`config.mk`:
```
export PLATFORM = sky130hd
export DESIGN_NAME = window_average_threshold_crossing_unit
export DESIGN_NICKNAME = d
export VERILOG_FILES = /design/src/hdl/watc_pkg.sv /design/src/hdl/window_average_threshold_crossing_unit.sv /design/src/hdl/watc_ram.sv
export SDC_FILE = /design/constraint.sdc
export NUM_CORES = 2
export LEC_CHECK = 0
export BUFFER_PORTS_ARGS = -buffer_cell sky130_fd_sc_hd__buf_2
export CORE_MARGIN = 2
export CORE_UTILIZATION = 55
export CTS_CLUSTER_DIAMETER = 50
export CTS_CLUSTER_SIZE = 8
export DETAILED_ROUTE_END_ITERATION = 8
export PLACE_DENSITY = 0.71
export SYNTH_ARGS = -nofsm -noshare
export SYNTH_HDL_FRONTEND = slang
export SYNTH_SLANG_ARGS = --single-unit
```
`constraint.sdc`:
```
create_clock -name clk -period 18.8 [get_ports clk]
set_input_delay 3.76 -clock clk [delete_from_list [all_inputs] [get_ports clk]]
set_output_delay 3.76 -clock clk [all_outputs]
set_load 0.01 [all_outputs]
```
`src/hdl/watc_pkg.sv`:
```
// shared types and constants of the window average threshold crossing unit
package watc_pkg;

	localparam int TIME_BITS     = 32;
	localparam int POSITION_BITS = 32;
	localparam int DENSITY_BITS  = 16;
	localparam int LENGTH_BITS   = 7;
	localparam int CFG_DATA_BITS = 16;

	localparam logic [DENSITY_BITS-1:0] THRESHOLD_RESET = DENSITY_BITS'(32768);
	localparam int LENGTH_RESET = 8;

	typedef enum logic {
		CFG_WINDOW_LENGTH     = 1'b0,
		CFG_DENSITY_THRESHOLD = 1'b1
	} cfg_index_t;

	typedef struct packed {
		logic        [TIME_BITS-1:0]     time_step;
		logic signed [POSITION_BITS-1:0] position;
		logic        [DENSITY_BITS-1:0]  density;
	} sample_t;

	typedef struct packed {
		logic        [TIME_BITS-1:0]     found_time_step;
		logic signed [POSITION_BITS-1:0] interface_position;
	} result_t;

endpackage

```
`src/hdl/window_average_threshold_crossing_unit.sv`:
```
// top level of the window average threshold crossing unit
//
// sample channel: one request per cycle carries time step, position and
// density. a time step above the current one (or the first after reset)
// clears the window and re-arms the detector. once the window of
// window_length samples is full and its density sum falls below
// density_threshold * window_length, one result goes out on the result
// channel: the time step and the floored midpoint of the oldest and newest
// window positions. the rest of that time step produces nothing.
// cfg channel: always ready; index 0 sets window_length (0 acts as 1, values
// above WINDOW_MAX saturate) and clears the window, index 1 sets the threshold.
// write it only while no sample is in flight.
// a sample is captured in the input register, and its result is written to the
// result register when that sample is processed.
// throughput: one sample per cycle while the result channel does not stall,
// set by the running sum update and the one-read-one-write window memories.
// a stalled result channel holds the result register; the sample in the input
// register then waits and sample_ready drops until the result is taken.
// reset: window empty, no time step seen, length min(8, WINDOW_MAX),
// threshold 32768; the window memories are not cleared.
module window_average_threshold_crossing_unit #(
	parameter int WINDOW_MAX = 64
) (
	input  logic                 clk,
	input  logic                 arst_n,
	input  logic                 sample_valid,
	output logic                 sample_ready,
	input  watc_pkg::sample_t    sample,
	output logic                 result_valid,
	input  logic                 result_ready,
	output watc_pkg::result_t    result,
	input  logic                 cfg_valid,
	output logic                 cfg_ready,
	input  watc_pkg::cfg_index_t cfg_index,
	input  logic [watc_pkg::CFG_DATA_BITS-1:0] cfg_data
);

	import watc_pkg::*;

	localparam int AW   = WINDOW_MAX > 1 ? $clog2(WINDOW_MAX) : 1;
	localparam int LW   = $clog2(WINDOW_MAX + 1);
	localparam int SUMW = DENSITY_BITS + LW;
	localparam int LEN_INIT = WINDOW_MAX < LENGTH_RESET ? WINDOW_MAX : LENGTH_RESET;

	// configuration
	logic [LW-1:0]           len_q;
	logic [DENSITY_BITS-1:0] thr_q;
	logic [SUMW-1:0]         limit_q;
	logic [LENGTH_BITS-1:0]  len_raw;
	logic [LW-1:0]           len_new;

	// window state
	logic [AW-1:0]        wp_q;
	logic [LW-1:0]        fill_q;
	logic [SUMW-1:0]      sum_q;
	logic [TIME_BITS-1:0] cur_step_q;
	logic                 seen_q;
	logic                 found_q;

	// input register
	logic                     valid_s1;
	sample_t                  smp_s1;
	logic                     fwd_d_s1;
	logic                     fwd_p_s1;
	logic [DENSITY_BITS-1:0]  fwd_dv_s1;
	logic [POSITION_BITS-1:0] fwd_pv_s1;

	// memory ports
	logic [DENSITY_BITS-1:0]  ram_d;
	logic [POSITION_BITS-1:0] ram_p;
	logic [AW-1:0]            rd_evict;
	logic [AW-1:0]            rd_old;
	logic [AW-1:0]            e_wp;

	// processing
	logic                     acc;
	logic                     proc;
	logic                     new_step;
	logic [LW-1:0]            fill_b;
	logic [SUMW-1:0]          sum_b;
	logic [AW-1:0]            wp_b;
	logic                     found_b;
	logic [AW-1:0]            wp_cur;
	logic                     full_b;
	logic [DENSITY_BITS-1:0]  rd_d;
	logic [POSITION_BITS-1:0] rd_p;
	logic [DENSITY_BITS-1:0]  evict;
	logic [LW-1:0]            fill_n;
	logic [SUMW-1:0]          sum_n;
	logic [AW-1:0]            wp_n;
	logic                     wr_en;
	logic                     hit;
	logic [POSITION_BITS-1:0] oldest;
	logic [POSITION_BITS:0]   mid_sum;

	assign cfg_ready    = 1'b1;
	assign proc         = valid_s1 && (!result_valid || result_ready);
	assign sample_ready = !valid_s1 || proc;
	assign acc          = sample_valid && sample_ready;

	assign len_raw = cfg_data[LENGTH_BITS-1:0];
	always_comb begin
		priority if (len_raw == '0) begin
			len_new = LW'(1);
		end else if (int'(len_raw) > WINDOW_MAX) begin
			len_new = LW'(WINDOW_MAX);
		end else begin
			len_new = LW'(len_raw);
		end
	end

	always_comb begin
		new_step = !seen_q || (smp_s1.time_step > cur_step_q);
		fill_b   = new_step ? '0 : fill_q;
		sum_b    = new_step ? '0 : sum_q;
		wp_b     = new_step ? '0 : wp_q;
		found_b  = new_step ? 1'b0 : found_q;
		wp_cur   = (LW'(wp_b) >= len_q) ? '0 : wp_b;
		full_b   = fill_b >= len_q;
		rd_d     = fwd_d_s1 ? fwd_dv_s1 : ram_d;
		rd_p     = fwd_p_s1 ? fwd_pv_s1 : ram_p;
		evict    = full_b ? rd_d : '0;
		fill_n   = full_b ? fill_b : fill_b + LW'(1);
		sum_n    = sum_b - SUMW'(evict) + SUMW'(smp_s1.density);
		wp_n     = (LW'(wp_cur) == len_q - LW'(1)) ? '0 : wp_cur + AW'(1);
		wr_en    = proc && !found_b;
		hit      = wr_en && (fill_n >= len_q) && (sum_n < limit_q);
		oldest   = (len_q == LW'(1)) ? smp_s1.position : rd_p;
		mid_sum  = {oldest[POSITION_BITS-1], oldest}
			+ {smp_s1.position[POSITION_BITS-1], smp_s1.position};
	end

	// read addresses follow the state left by the sample processed this cycle
	always_comb begin
		priority if (proc && wr_en) begin
			e_wp = wp_n;
		end else if (proc) begin
			e_wp = wp_b;
		end else begin
			e_wp = wp_q;
		end
		rd_evict = e_wp;
		rd_old   = (LW'(e_wp) == len_q - LW'(1)) ? '0 : e_wp + AW'(1);
	end

	watc_ram #(
		.WIDTH(DENSITY_BITS),
		.DEPTH(WINDOW_MAX)
	) u_density_ram (
		.clk  (clk),
		.we   (wr_en),
		.waddr(wp_cur),
		.wdata(smp_s1.density),
		.re   (acc),
		.raddr(rd_evict),
		.rdata(ram_d)
	);

	watc_ram #(
		.WIDTH(POSITION_BITS),
		.DEPTH(WINDOW_MAX)
	) u_position_ram (
		.clk  (clk),
		.we   (wr_en),
		.waddr(wp_cur),
		.wdata(smp_s1.position),
		.re   (acc),
		.raddr(rd_old),
		.rdata(ram_p)
	);

	always_ff @(posedge clk or negedge arst_n) begin
		if (!arst_n) begin
			len_q        <= LW'(LEN_INIT);
			thr_q        <= THRESHOLD_RESET;
			limit_q      <= SUMW'(THRESHOLD_RESET) * SUMW'(LEN_INIT);
			wp_q         <= '0;
			fill_q       <= '0;
			sum_q        <= '0;
			cur_step_q   <= '0;
			seen_q       <= 1'b0;
			found_q      <= 1'b0;
			valid_s1     <= 1'b0;
			result_valid <= 1'b0;
		end else begin
			if (cfg_valid && cfg_ready) begin
				unique case (cfg_index)
					CFG_WINDOW_LENGTH: begin
						len_q   <= len_new;
						limit_q <= SUMW'(thr_q) * SUMW'(len_new);
						wp_q    <= '0;
						fill_q  <= '0;
						sum_q   <= '0;
					end
					CFG_DENSITY_THRESHOLD: begin
						thr_q   <= cfg_data[DENSITY_BITS-1:0];
						limit_q <= SUMW'(cfg_data[DENSITY_BITS-1:0]) * SUMW'(len_q);
					end
					default: begin
					end
				endcase
			end
			if (proc) begin
				seen_q <= 1'b1;
				if (new_step) begin
					cur_step_q <= smp_s1.time_step;
				end
				if (wr_en) begin
					wp_q    <= wp_n;
					fill_q  <= fill_n;
					sum_q   <= sum_n;
					found_q <= hit;
				end else begin
					wp_q    <= wp_b;
					fill_q  <= fill_b;
					sum_q   <= sum_b;
					found_q <= found_b;
				end
			end
			if (acc) begin
				valid_s1 <= 1'b1;
			end else if (proc) begin
				valid_s1 <= 1'b0;
			end
			if (proc) begin
				result_valid <= hit;
			end else if (result_ready) begin
				result_valid <= 1'b0;
			end
		end
	end

	// payload registers
	always_ff @(posedge clk) begin
		if (acc) begin
			smp_s1    <= sample;
			fwd_d_s1  <= wr_en && (wp_cur == rd_evict);
			fwd_p_s1  <= wr_en && (wp_cur == rd_old);
			fwd_dv_s1 <= smp_s1.density;
			fwd_pv_s1 <= smp_s1.position;
		end
		if (hit) begin
			result.found_time_step    <= smp_s1.time_step;
			result.interface_position <= mid_sum[POSITION_BITS:1];
		end
	end

`ifndef SYNTHESIS
	a_fill_bound: assert property (@(posedge clk) disable iff (!arst_n)
		fill_q <= len_q)
		else $error("fill count above window length");

	a_wp_bound: assert property (@(posedge clk) disable iff (!arst_n)
		LW'(wp_q) < len_q)
		else $error("write pointer outside window");

	a_hit_out: assert property (@(posedge clk) disable iff (!arst_n)
		hit |=> result_valid)
		else $error("crossing did not reach the result register");

	a_stall_hold: assert property (@(posedge clk) disable iff (!arst_n)
		(valid_s1 && result_valid && !result_ready) |-> !sample_ready)
		else $error("sample taken while input register is stalled");

	a_found_quiet: assert property (@(posedge clk) disable iff (!arst_n)
		(proc && found_b) |-> !hit)
		else $error("second result in one time step");
`endif

endmodule

```
`src/hdl/watc_ram.sv`:
```
// generic single write port memory with registered read
module watc_ram #(
	parameter int WIDTH = 16,
	parameter int DEPTH = 64
) (
	input  logic                                 clk,
	input  logic                                 we,
	input  logic [(DEPTH > 1 ? $clog2(DEPTH) : 1)-1:0] waddr,
	input  logic [WIDTH-1:0]                     wdata,
	input  logic                                 re,
	input  logic [(DEPTH > 1 ? $clog2(DEPTH) : 1)-1:0] raddr,
	output logic [WIDTH-1:0]                     rdata
);

	logic [WIDTH-1:0] mem_q [DEPTH];

	always_ff @(posedge clk) begin
		if (we) begin
			mem_q[waddr] <= wdata;
		end
		if (re) begin
			rdata <= mem_q[raddr];
		end
	end

endmodule

```
==> insert_results.sql <==
INSERT INTO impl_metrics (metric_group, metric, value, unit) VALUES
('global_routing', 'grt_first_pass_wirelength', '657000', 'um'),
('synthesis', 'synth.net_count', '11500', ''),
('floorplanning', 'die_h', '519', 'um'),
('clocking', 'root_buffer', 'clkbuf_16', ''),
('timing', 'report.final.slew_viol_count', '0', ''),
('timing', 'timing.clock.skew', '75.5', 'ps'),
('synthesis', 'synth_ff_type', 'edfxtp_1', ''),
('pwr', 'pwr_density_cell', '125', 'nW/um^2'),
('place', 'portBuffers', '167', ''),
('clocking', 'ctsResizeCount', '0', ''),
('cells_and_area', 'layout-drive-gt1-share', '9.78', '%'),
('timing', 'worst_slew_margin_rel', '8.82', '%'),
('synthesis', 'synth_simple_gate_area_share', '12.4', '%'),
('setup_path', 'critical_path.max_stage_delay', '860', 'ps'),
('global_routing', 'track_usage', '33.4', '%'),
('floorplanning', 'core.rowCount', '188', ''),
('setup_path', 'worstSetupPathDepth', '33', ''),
('setup_path', 'r2r_worst_path_depth', '33', ''),
('synthesis', 'synth_warnings', '0', ''),
('synthesis', 'synth.distinct_cells', '93', ''),
('cells_and_area', 'layout.cells.most_common', 'edfxtp_1', ''),
('cells_and_area', 'fillCellCount', '18900', ''),
('setup_path', 'critPathBufInv', '7', ''),
('synthesis', 'post_synth_instance_area', '146000', 'um^2'),
('timing', 'finalHoldViolations', '0', ''),
('floorplanning', 'fp.coreArea', '263000', 'um^2'),
('drt', 'wirelength', '460000', 'um'),
('clocking', 'cts_tree', 'done', ''),
('timing', 'slew_at_the_pin_closest_to_its_max_slew_limit', '1360', 'ps'),
('place', 'globalplace.congestion', '0.896', ''),
('clocking', 'cts.clk_slew.worst_paths', '50', 'ps'),
('timing', 'fin_tns_setup', '0', 'ps'),
('place', 'detailed_place.area', '151000', 'um^2'),
('drt', 'detail_route.first_pass.iterations', '6', ''),
('timing', 'fin_crit', '11590', 'ps'),
('timing', 'report.final.setup_viol', '0', ''),
('cells_and_area', 'layout.cell_area.non_filler', '164000', 'um^2'),
('floorplanning', 'start_util', '55.4', '%'),
('clocking', 'cts_sinks', '3432', ''),
('cells_and_area', 'p_r_area_growth_vs_syn', '12.4', '%'),
('clocking', 'numCtsBuffers', '478', ''),
('place', 'dp_hpwl', '242000', 'um'),
('cells_and_area', 'most-common-layout-cells', 'edfxtp_1 (3314), nand2_1 (2399), nand3_1 (752)', ''),
('setup_path', 'critical-path-top-delay-family', 'compound AO/OA/AOI/OAI gates', ''),
('drt', 'detailroute.via_count', '99700', ''),
('timing', 'layout_worst_path_cycle_share', '61.6', '%'),
('drt', 'detail_route.iter0.violations', '16200', ''),
('run', 'cap_viol_max_count', '0', ''),
('worst_hold_path', 'hold_path_cell_cnt', '0', ''),
('clocking', 'number_of_levels_the_h_tree_was_split_into', '5', ''),
('synthesis', 'compound_gate_portion_of_the_synthesized_area', '8.56', '%'),
('global_routing', 'grt_remaining_overflow', '0', ''),
('drt', 'ant_nets', '0', ''),
('synthesis', 'synthXorXnorAreaFrac', '0.617', '%'),
('synthesis', 'biggest_area_consumer_among_synthesized_cells', 'edfxtp_1', ''),
('clocking', 'max-clock-path-buffers', '4', ''),
('synthesis', 'adder_cell_area_share_of_the_yosys_netlist', '3.98', '%'),
('synthesis', 'synth_seq_cells', '3432', ''),
('drt', 'via_per_inst', '6.73', ''),
('global_routing', 'grt_antenna_before_repair', '15', ''),
('synthesis', 'multiplexer_fraction_of_the_synthesized_cell_area', '1.39', '%'),
('synthesis', 'synth_async_sr_flop_share', '3.44', '%'),
('floorplanning', 'die_w', '519', 'um'),
('floorplanning', 'dieArea', '269000', 'um^2'),
('synthesis', 'netlist_instances', '11000', ''),
('setup_path', 'crit_path_end_kind', 'flop', ''),
('clocking', 'cts_setup_buffers', '0', ''),
('floorplanning', 'num_io_pins', '169', ''),
('outcome', 'outcome', 'finished clean', ''),
('pwr', 'worst_ir_drop_vdd', '0.115', 'mV'),
('timing', 'unrepaired_setup_endpoints_after_global_routing', 'no', '');
-- registers in the layout, indices dropped and copies added (netlist names), 16 cells and up --
name                  cells
u_position_ram.mem_q   2048
sum_q                    23
smp_s1                   80
u_position_ram.rdata     32
thr_q                    16
fwd_pv_s1                32
limit_q                  23
u_density_ram.mem_q    1024
u_density_ram.rdata      16
fwd_dv_s1                16
cur_step_q               32
result                   64
-- logic make-up after synthesis --
family	after synthesis
AOI/OAI and AO/OA	1791
adders and majority gates	370
xor gates and xnor gates	100
other	1
and+or+nand+nor	4154
muxes	199
buffers and inverters	979
DFF	3432
-- worst paths after layout --
check                      slack [ps]            startpoint                                 end
setup reg to reg                 7210  smp_s1[62]$_DFFE_PP_  u_position_ram.rdata[20]$_DFFE_PP_
hold reg to reg                   480  smp_s1[71]$_DFFE_PP_                result[55]$_DFFE_PP_
min in group asynchronous        2820                arst_n           cur_step_q[5]$_DFFE_PN0P_
max in group asynchronous       14430                arst_n                 wp_q[3]$_DFFE_PN0P_
setup / recovery                 7210  smp_s1[62]$_DFFE_PP_  u_position_ram.rdata[20]$_DFFE_PP_
hold / removal                    480  smp_s1[71]$_DFFE_PP_                result[55]$_DFFE_PP_
-- area by class of cell --
| cell class | count | area [um^2] | area share, % |
|---|---|---|---|
| antenna | 4 | 10.0 | 0.00612 |
| clock buffer | 526 | 12300 | 7.49 |
| clock inverter | 29 | 440 | 0.269 |
| inverter | 272 | 1030 | 0.628 |
| multi-input combinational | 6615 | 40100 | 24.5 |
| sequential | 3432 | 102000 | 62.6 |
| tap | 3515 | 4400 | 2.69 |
| timing repair buffer | 425 | 2910 | 1.78 |
-- cells in the mapped netlist, types with 29 or more instances --
cell type,instances
edfxtp_1,3314
nand2_1,2401
nand3_1,756
clkbuf_1,535
a21oi_1,415
nor2_1,330
inv_1,269
o21ai_0,262
ha_1,215
a311oi_1,199
mux2i_1,173
fa_1,155
nor3_1,155
and3_1,150
o221ai_1,129
a31oi_1,126
dfrtp_1,115
a211oi_1,100
a221oi_1,98
buf_1,87
nor2b_1,87
nand4_1,85
and2_1,76
buf_2,73
o211ai_1,72
xnor2_1,72
a2111oi_0,68
o22ai_1,64
a22o_1,41
a21o_1,38
or3_1,29
-- per-stage QoR --
step	cells	worst slack (ps)	util, %	power (mW)	hold slack (ps)
floorplan	11000	4090	-	11.4	444
global placement	14300	7660	57.4	12.8	460
detailed placement	14300	7610	57.4	12.9	470
CTS	14800	7480	62.3	20.4	473
global route	14800	6590	62.3	21.1	492
finish	14800	7210	62.3	20.5	477
-- power breakdown --
| group | total, mW | internal (mW) | leakage [nW] | switching, mW |
|---|---|---|---|---|
| registers | 8.67 | 8.55 | 31.3 | 0.124 |
| logic | 4.25 | 1.30 | 19.0 | 2.95 |
| clock network | 7.57 | 4.56 | 6.21 | 3.02 |
| total | 20.5 | 14.4 | 56.6 | 6.09 |
-- worst register-to-register path: cells and delay by family, from the launching register on --
family | cells | cell delay, ps
AO/OA/AOI/OAI | 10 | 4100
adder cells (fa/ha/maj) | 4 | 1060
buffers and inverters | 7 | 2360
flip-flops | 1 | 420
AND/OR/NAND/NOR | 12 | 3470
-- per-layer routing --
layer  part of all wire [%]  global-route usage [%]  wire length, um  vias to the layer above
met5                  0.021                       0               96                        -
met4                    6.4                    18.4            29400                       14
met3                     15                    9.91            67600                     1619
met2                     44                    50.4           203000                     7759
met1                     35                    43.4           159000                    49000
li1                       -                       -                -                    41300
Power figures use the tool's default switching activity.
